--- src/rtl/lfu_pkg.sv ---
`timescale 1ns / 1ps

package lfu_pkg;

    localparam int KEY_W   = 32;
    localparam int VAL_W   = 32;
    localparam int COUNT_W = 32;
    localparam int STAMP_W = 64;
    localparam int CFG_W   = 5;

    localparam logic [CFG_W-1:0]   CAP_RESET = 5'd16;
    localparam logic               REQ_GET   = 1'b0;
    localparam logic               REQ_PUT   = 1'b1;
    localparam logic [VAL_W-1:0]   RD_MISS   = 32'hFFFF_FFFF;
    localparam logic [COUNT_W-1:0] COUNT_MAX = 32'hFFFF_FFFF;
    localparam logic [COUNT_W-1:0] COUNT_NEW = 32'd1;

    typedef struct packed {
        logic               valid;
        logic [KEY_W-1:0]   key;
        logic [VAL_W-1:0]   value;
        logic [COUNT_W-1:0] count;
        logic [STAMP_W-1:0] stamp;
    } t_entry;

    typedef struct packed {
        logic capture;
        logic clear;
        logic scan;
        logic update;
    } t_dp_cmd;

    typedef struct packed {
        logic addr_last;
    } t_dp_sts;

endpackage

--- src/rtl/lfu_ctrl.sv ---
`timescale 1ns / 1ps

module lfu_ctrl (
    input  logic            i_clk,
    input  logic            i_rst_n,
    input  logic            i_start,
    input  lfu_pkg::t_dp_sts i_sts,
    output lfu_pkg::t_dp_cmd o_cmd,
    output logic            o_busy
);

    localparam logic [2:0] ST_CLEAR  = 3'd0;
    localparam logic [2:0] ST_IDLE   = 3'd1;
    localparam logic [2:0] ST_SCAN   = 3'd2;
    localparam logic [2:0] ST_DRAIN  = 3'd3;
    localparam logic [2:0] ST_UPDATE = 3'd4;

    logic [2:0] r_state;
    logic [2:0] n_state;

    always_comb begin
        n_state        = r_state;
        o_cmd          = '0;
        o_busy         = 1'b1;
        case (r_state)
            ST_CLEAR: begin
                o_cmd.clear = 1'b1;
                if (i_sts.addr_last) begin
                    n_state = ST_IDLE;
                end
            end
            ST_IDLE: begin
                o_busy = 1'b0;
                if (i_start) begin
                    o_cmd.capture = 1'b1;
                    n_state       = ST_SCAN;
                end
            end
            ST_SCAN: begin
                o_cmd.scan = 1'b1;
                if (i_sts.addr_last) begin
                    n_state = ST_DRAIN;
                end
            end
            ST_DRAIN: begin
                n_state = ST_UPDATE;
            end
            ST_UPDATE: begin
                o_cmd.update = 1'b1;
                n_state      = ST_IDLE;
            end
            default: begin
                n_state = ST_CLEAR;
            end
        endcase
    end

    always_ff @(posedge i_clk) begin
        if (!i_rst_n) begin
            r_state <= ST_CLEAR;
        end else begin
            r_state <= n_state;
        end
    end

`ifndef NO_ASSERTIONS
    a_accept_busy: assert property (@(posedge i_clk) disable iff (!i_rst_n)
        (i_start && !o_busy) |=> (o_busy && r_state == ST_SCAN))
        else $error("accepted request did not start a scan");
`endif

endmodule

--- src/rtl/lfu_datapath.sv ---
`timescale 1ns / 1ps

module lfu_datapath #(
    parameter int CACHE_DEPTH = 16
) (
    input  logic                       i_clk,
    input  logic                       i_rst_n,
    input  lfu_pkg::t_dp_cmd           i_cmd,
    output lfu_pkg::t_dp_sts           o_sts,
    input  logic                       i_cfg_we,
    input  logic [lfu_pkg::CFG_W-1:0]  i_cfg_wdata,
    input  logic                       i_req_type,
    input  logic [lfu_pkg::KEY_W-1:0]  i_key,
    input  logic [lfu_pkg::VAL_W-1:0]  i_value_in,
    output logic                       o_done,
    output logic                       o_hit,
    output logic [lfu_pkg::VAL_W-1:0]  o_read_value,
    output logic                       o_evicted,
    output logic [lfu_pkg::KEY_W-1:0]  o_evicted_key
);

    localparam int AW = (CACHE_DEPTH > 1) ? $clog2(CACHE_DEPTH) : 1;
    localparam int UW = $clog2(CACHE_DEPTH + 1);
    localparam logic [AW-1:0] ADDR_LAST = AW'(CACHE_DEPTH - 1);
    localparam logic [UW-1:0] USED_ALL  = UW'(CACHE_DEPTH);

    lfu_pkg::t_entry mem [0:CACHE_DEPTH-1];
    lfu_pkg::t_entry r_rd_data;

    logic [lfu_pkg::CFG_W-1:0]   r_cap;
    logic [AW-1:0]               r_addr;
    logic                        r_rd_vld;
    logic [AW-1:0]               r_rd_idx;
    logic [lfu_pkg::STAMP_W-1:0] r_clock;

    logic                        r_req_type;
    logic [lfu_pkg::KEY_W-1:0]   r_key;
    logic [lfu_pkg::VAL_W-1:0]   r_val;

    logic [UW-1:0]               r_used;
    logic                        r_found_v;
    logic [AW-1:0]               r_found_idx;
    logic [lfu_pkg::VAL_W-1:0]   r_found_val;
    logic [lfu_pkg::COUNT_W-1:0] r_found_cnt;
    logic                        r_free_v;
    logic [AW-1:0]               r_free_idx;
    logic                        r_vic_v;
    logic [AW-1:0]               r_vic_idx;
    logic [lfu_pkg::KEY_W-1:0]   r_vic_key;
    logic [lfu_pkg::COUNT_W-1:0] r_vic_cnt;
    logic [lfu_pkg::STAMP_W-1:0] r_vic_stamp;

    logic                        r_done;
    logic                        r_hit;
    logic [lfu_pkg::VAL_W-1:0]   r_rd_value;
    logic                        r_evicted;
    logic [lfu_pkg::KEY_W-1:0]   r_ev_key;

    logic                        n_we;
    logic [AW-1:0]               n_waddr;
    lfu_pkg::t_entry             n_wdata;
    logic                        n_clock_adv;
    logic                        n_evict;
    logic [lfu_pkg::COUNT_W-1:0] bump_cnt;
    logic [lfu_pkg::STAMP_W-1:0] new_stamp;
    logic                        full;
    logic                        cap_nz;
    logic                        vic_better;

    assign o_sts.addr_last = (r_addr == ADDR_LAST);

    assign bump_cnt  = (r_found_cnt == lfu_pkg::COUNT_MAX) ? r_found_cnt
                                                            : r_found_cnt + 1'b1;
    assign new_stamp = r_clock + 1'b1;
    assign cap_nz    = (r_cap != '0);
    assign full      = (r_used == USED_ALL) ||
                       ({{(32 - UW){1'b0}}, r_used} >=
                        {{(32 - lfu_pkg::CFG_W){1'b0}}, r_cap});
    assign vic_better = !r_vic_v || (r_rd_data.count < r_vic_cnt) ||
                        ((r_rd_data.count == r_vic_cnt) && (r_rd_data.stamp < r_vic_stamp));

    always_comb begin
        n_we        = 1'b0;
        n_waddr     = r_addr;
        n_wdata     = '0;
        n_clock_adv = 1'b0;
        n_evict     = 1'b0;
        if (i_cmd.clear) begin
            n_we = 1'b1;
        end else if (i_cmd.update) begin
            n_wdata.valid = 1'b1;
            n_wdata.key   = r_key;
            n_wdata.stamp = new_stamp;
            if (r_found_v) begin
                n_waddr       = r_found_idx;
                n_wdata.count = bump_cnt;
                if (r_req_type == lfu_pkg::REQ_GET) begin
                    n_wdata.value = r_found_val;
                    n_we          = 1'b1;
                end else begin
                    n_wdata.value = r_val;
                    n_we          = cap_nz;
                end
            end else if ((r_req_type == lfu_pkg::REQ_PUT) && cap_nz) begin
                n_wdata.value = r_val;
                n_wdata.count = lfu_pkg::COUNT_NEW;
                n_we          = 1'b1;
                if (full) begin
                    n_evict = 1'b1;
                    n_waddr = r_vic_idx;
                end else begin
                    n_waddr = r_free_idx;
                end
            end
            n_clock_adv = n_we;
        end
    end

    always_ff @(posedge i_clk) begin
        if (n_we) begin
            mem[n_waddr] <= n_wdata;
        end
        r_rd_data <= mem[r_addr];
    end

    always_ff @(posedge i_clk) begin
        if (!i_rst_n) begin
            r_cap    <= lfu_pkg::CAP_RESET;
            r_addr   <= '0;
            r_rd_vld <= 1'b0;
            r_clock  <= '0;
            r_done   <= 1'b0;
        end else begin
            if (i_cfg_we) begin
                r_cap <= i_cfg_wdata;
            end
            if (i_cmd.capture) begin
                r_addr <= '0;
            end else if (i_cmd.clear || i_cmd.scan) begin
                r_addr <= r_addr + 1'b1;
            end
            r_rd_vld <= i_cmd.scan;
            if (n_clock_adv) begin
                r_clock <= new_stamp;
            end
            r_done <= i_cmd.update;
        end
    end

    always_ff @(posedge i_clk) begin
        r_rd_idx <= r_addr;
        if (i_cmd.capture) begin
            r_req_type <= i_req_type;
            r_key      <= i_key;
            r_val      <= i_value_in;
            r_used     <= '0;
            r_found_v  <= 1'b0;
            r_free_v   <= 1'b0;
            r_vic_v    <= 1'b0;
        end else if (r_rd_vld) begin
            if (r_rd_data.valid) begin
                r_used <= r_used + 1'b1;
                if (!r_found_v && (r_rd_data.key == r_key)) begin
                    r_found_v   <= 1'b1;
                    r_found_idx <= r_rd_idx;
                    r_found_val <= r_rd_data.value;
                    r_found_cnt <= r_rd_data.count;
                end
                if (vic_better) begin
                    r_vic_v     <= 1'b1;
                    r_vic_idx   <= r_rd_idx;
                    r_vic_key   <= r_rd_data.key;
                    r_vic_cnt   <= r_rd_data.count;
                    r_vic_stamp <= r_rd_data.stamp;
                end
            end else if (!r_free_v) begin
                r_free_v   <= 1'b1;
                r_free_idx <= r_rd_idx;
            end
        end
        if (i_cmd.update) begin
            r_hit      <= r_found_v;
            r_rd_value <= (r_found_v && (r_req_type == lfu_pkg::REQ_GET)) ? r_found_val
                                                                         : lfu_pkg::RD_MISS;
            r_evicted  <= n_evict;
            r_ev_key   <= n_evict ? r_vic_key : '0;
        end
    end

    assign o_done        = r_done;
    assign o_hit         = r_hit;
    assign o_read_value  = r_rd_value;
    assign o_evicted     = r_evicted;
    assign o_evicted_key = r_ev_key;

`ifndef NO_ASSERTIONS
    a_evict_on_miss: assert property (@(posedge i_clk) disable iff (!i_rst_n)
        (r_done && r_evicted) |-> (!r_hit && r_req_type == lfu_pkg::REQ_PUT))
        else $error("eviction on a hit or on a get");
    a_miss_value: assert property (@(posedge i_clk) disable iff (!i_rst_n)
        (r_done && !r_hit) |-> (r_rd_value == lfu_pkg::RD_MISS))
        else $error("miss returned a stored value");
    a_evict_victim: assert property (@(posedge i_clk) disable iff (!i_rst_n)
        (i_cmd.update && n_evict) |-> (r_vic_v && r_used != '0))
        else $error("eviction without a valid victim");
`endif

endmodule

--- src/rtl/lfu_cache_replacement.sv ---
`timescale 1ns / 1ps

// Channel   Direction  Signals                                  Handshake
// request   in         i_req_type, i_key, i_value_in            i_start && !o_busy
// result    out        o_hit, o_read_value, o_evicted,          o_done, one cycle
//                      o_evicted_key
// config    in         i_cfg_wdata (cache_capacity)             i_cfg_we
//
// A request holds o_busy high through the scan, drain and write-back states:
// one entry read per cycle, then a drain of the read register, then the write back.
// o_done marks the result in the first cycle with o_busy low; a new request may be
// taken in that cycle. The receiver cannot stall results. After reset a clearing
// pass invalidates every entry with o_busy high; configuration writes are still taken.
module lfu_cache_replacement #(
    parameter int CACHE_DEPTH = 16
) (
    input  logic                              i_clk,
    input  logic                              i_rst_n,
    input  logic                              i_start,
    output logic                              o_busy,
    input  logic                              i_req_type,
    input  logic signed [lfu_pkg::KEY_W-1:0]  i_key,
    input  logic signed [lfu_pkg::VAL_W-1:0]  i_value_in,
    input  logic                              i_cfg_we,
    input  logic [lfu_pkg::CFG_W-1:0]         i_cfg_wdata,
    output logic                              o_done,
    output logic                              o_hit,
    output logic signed [lfu_pkg::VAL_W-1:0]  o_read_value,
    output logic                              o_evicted,
    output logic signed [lfu_pkg::KEY_W-1:0]  o_evicted_key
);

    lfu_pkg::t_dp_cmd cmd;
    lfu_pkg::t_dp_sts sts;

    lfu_ctrl u_ctrl (
        .i_clk   (i_clk),
        .i_rst_n (i_rst_n),
        .i_start (i_start),
        .i_sts   (sts),
        .o_cmd   (cmd),
        .o_busy  (o_busy)
    );

    lfu_datapath #(
        .CACHE_DEPTH (CACHE_DEPTH)
    ) u_datapath (
        .i_clk         (i_clk),
        .i_rst_n       (i_rst_n),
        .i_cmd         (cmd),
        .o_sts         (sts),
        .i_cfg_we      (i_cfg_we),
        .i_cfg_wdata   (i_cfg_wdata),
        .i_req_type    (i_req_type),
        .i_key         (i_key),
        .i_value_in    (i_value_in),
        .o_done        (o_done),
        .o_hit         (o_hit),
        .o_read_value  (o_read_value),
        .o_evicted     (o_evicted),
        .o_evicted_key (o_evicted_key)
    );

endmodule

--- config.mk ---
export PLATFORM = sky130hd
export DESIGN_NAME = lfu_cache_replacement
export DESIGN_NICKNAME = d
export VERILOG_FILES = /design/src/rtl/lfu_pkg.sv /design/src/rtl/lfu_ctrl.sv /design/src/rtl/lfu_datapath.sv /design/src/rtl/lfu_cache_replacement.sv
export SDC_FILE = /design/constraint.sdc
export NUM_CORES = 2
export LEC_CHECK = 0
export BUFFER_PORTS_ARGS = -buffer_cell sky130_fd_sc_hd__buf_2
export CAP_MARGIN = 20
export CELL_PAD_IN_SITES_DETAIL_PLACEMENT = 0
export CELL_PAD_IN_SITES_GLOBAL_PLACEMENT = 2
export CORE_MARGIN = 5
export CORE_UTILIZATION = 30
export DETAILED_ROUTE_END_ITERATION = 8
export PLACE_DENSITY_LB_ADDON = 0.1
export SLEW_MARGIN = 15
export SYNTH_ARGS = -nofsm -noshare
export SYNTH_HDL_FRONTEND = slang
export SYNTH_HIERARCHICAL = 1
export SYNTH_SLANG_ARGS = --single-unit
--- constraint.sdc ---
create_clock -name i_clk -period 30 [get_ports i_clk]
set_clock_uncertainty 0.15 [all_clocks]
set_input_delay 3 -clock i_clk [delete_from_list [all_inputs] [get_ports i_clk]]
set_output_delay 3 -clock i_clk [all_outputs]
set_load 0.01 [all_outputs]
==> flow_summary.yaml <==
worst_setup_path:
  crit_path_max_fanout: 42
  cp-end-kind: "register"
  crit_required_ns: 30.35
  worstSetupPathType: "register to register"
  r2r_cells: 12
  reg2reg_from: "u_ctrl/r_state[0]"
  reg2reg_to: "u_datapath/mem[14][76]"
  rrSetupSlack_ns: 23.30
  start_kind: "register"
  arrival_ns: 7.05
cts:
  cts_buffers: 367
  cts-htree-levels: 5
  clk_pin_slew_ns: 0.06
  cts_tree: "built"
  worstSkewPairLatency_ns: 0.94
  postCtsHoldBufs: 0
  cts_sinks: 3162
  postCtsSetupBuffers: 0
  ctsLongestPathBuffers: 4
  root_buffer: "clkbuf_16"
  cts-resized-gates: 0
placed_design:
  place_congestion: 0.688
  dp_hpwl_mm: 173
  port_buffers: 141
  place_area_sq_mm: 0.128
min_path:
  hp-class: "register to register"
  min_to: "u_datapath/r_found_val[9]"
  min_from: "u_datapath/r_rd_data[105]"
  whs_path_depth: 0
routing:
  antenna_left: 0
  wl_mm: 329
  drt-wirelength-per-cell_um: 28.5
  first_iter_violations: 3664
  dr.pass1.iters: 5
  vias_per_cell: 4.80
  drc: 0
  num_vias: 55372
synth:
  syn_inst: 5533
  synth_flop_cell: "edfxtp_1"
  synth_nets: 5712
  syn_area_sq_mm: 0.120
  ys_ff_latch: 3162
  ys_types: 63
  synth_edf_count: 2911
  avgSynthCellArea_sq_um: 21.6
  async_flop_share_pct: 0
  synth_warnings: 6
  seq_area_frac_synth_pct: 77.2
pwr:
  leakagePower_nw: 46.1
  p_per_area_mw_per_mm2: 70.9
  vdd_drop_max_mv: 0.0469
grt:
  antenna_found_initial: 17
  grt_overflow: 0
  grt_pass1_wl_mm: 466
  grt_max_degree: 98
  grt_pass1_vias: 60371
  grtUsageTotal_pct: 15.7
sta:
  finalHoldViolCount: 0
  finalCritPeriodShare_pct: 22.3
  tightest_slew_ns: 1.11
  grt_setup_unrepaired: "no"
  drv_slew: 0
  min_period_ns: 6.70
  holdWs_ns: 0.215
  setup_tns_ns: 0
  max_clock_freq_mhz: 149
  slew_headroom_pct: 25.0
  setup_viol: 0
finish:
  final_util_pct: 35.0
  layout_commonest_cell: "edfxtp_1"
  final_cell_mix: "2911 x edfxtp_1, 805 x mux4_2, 376 x clkbuf_16"
  area_growth_syn_to_layout_pct: 16.6
  drive_gt1_share_pct: 27.3
  nets: 6130
  fin_area_sq_mm: 0.140
die:
  start_util_pct: 30.1
  core-area_sq_mm: 0.399
  dieHeight_um: 642
  chipWidth_um: 642
  row_count: 232
  dieArea_sq_mm: 0.412
  boundaryPins: 142
flow_run:
  maxCapViolations: 0
status:
  status: "completed"
-- final cells by class --
| type | instances | area [sq um] |
|---|---|---|
| antenna | 3 | 7.51 |
| clock buffer | 520 | 10300 |
| clock inverter | 154 | 1590 |
| fill | 37040 | 259000 |
| inverter | 110 | 413 |
| multi-input combinational | 2009 | 26200 |
| sequential | 3162 | 92500 |
| tap | 5265 | 6590 |
| timing repair buffer | 301 | 2160 |
-- flip-flops by register name, summed over array words and instances, names as in the netlist, 32 cells and up --
signal,flops
u_datapath/r_vic_stamp,64
u_datapath/r_rd_data,161
u_datapath/r_val,32
u_datapath/r_found_val,32
u_datapath/r_clock,64
u_datapath/r_found_cnt,32
u_datapath/r_vic_cnt,32
u_datapath/mem,2576
u_datapath/r_key,32
u_datapath/o_read_value,32
u_datapath/r_vic_key,32
u_datapath/o_evicted_key,32
-- how the worst max path moves through the flow --
stage	from	end	slack (ns)	cells after the start
floorplan	u_ctrl/r_state[1]	u_datapath/mem[13][0]	17.75	9
global placement	i_start	u_datapath/r_vic_cnt[18]	22.37	11
detailed placement	i_start	u_datapath/r_vic_cnt[19]	22.47	11
CTS	u_ctrl/r_state[0]	u_datapath/mem[14][76]	22.96	12
global route	u_ctrl/r_state[0]	u_datapath/mem[14][82]	22.87	12
finish	u_ctrl/r_state[0]	u_datapath/mem[14][76]	23.30	12
-- logic make-up (layout without fill, tap and decap cells) --
| kind of cell | count (synthesis) | count (layout) | synth area share (%) |
|---|---|---|---|
| flops | 3162 | 3162 | 77.2 |
| mux | 814 | 814 | 15.2 |
| simple gates | 724 | 724 | 3.14 |
| buf+inv | 362 | 1085 | 1.15 |
| compound gates | 205 | 205 | 1.04 |
| xor+xnor | 161 | 161 | 1.18 |
| fa+ha+maj | 105 | 105 | 1.10 |
| other cells | 0 | 3 | 0 |
-- metal layers --
metal  GRT usage, %  vias to the layer above  share of wire (%)
met5              0                        -                  0
met4           3.38                        0                2.1
met2           26.3                      909                 49
met3           2.18                      386                3.3
li1               -                    23646                  -
met1           21.6                    30431                 45
-- power by group --
part	switching, mW	internal, mW
logic	0.286	0.222
registers	0.0749	4.92
clock network	1.78	2.62
total	2.14	7.76
-- per-stage QoR --
step                cells  total power, mW  setup WS [ns]
global placement    10813             5.61          22.37
finish              11524             9.90          23.30
floorplan            5533             5.40          17.75
detailed placement  10821             5.61          22.47
CTS                 11495             10.1          22.96
global route        11523             10.3          22.87
-- synthesized netlist by cell type (84+ instances only) --
cell type / n / area, sq um
and2_1: 88 / 551
a21oi_1: 86 / 430
ha_1: 105 / 1310
nand2_1: 155 / 582
inv_1: 110 / 413
nor2_1: 156 / 586
xor2_1: 90 / 788
edfxtp_1: 2911 / 87400
dfxtp_1: 251 / 5020
buf_1: 84 / 315
mux4_2: 805 / 18100
clkbuf_1: 156 / 586
-- worst max-delay path: stages, from the launching register on --
cell and delay, ns:
dfxtp_1 0.39, nor3_1 0.21, buf_4 0.16, nand2b_4 0.67, inv_2 0.59, nand2_2 0.29, o22ai_1 0.11, a31o_2 0.26
nand3b_1 0.40, nor2_4 0.59, buf_4 0.72, buf_4 0.80, buf_4 0.83
No activity file was read; power rests on OpenSTA's default activity.
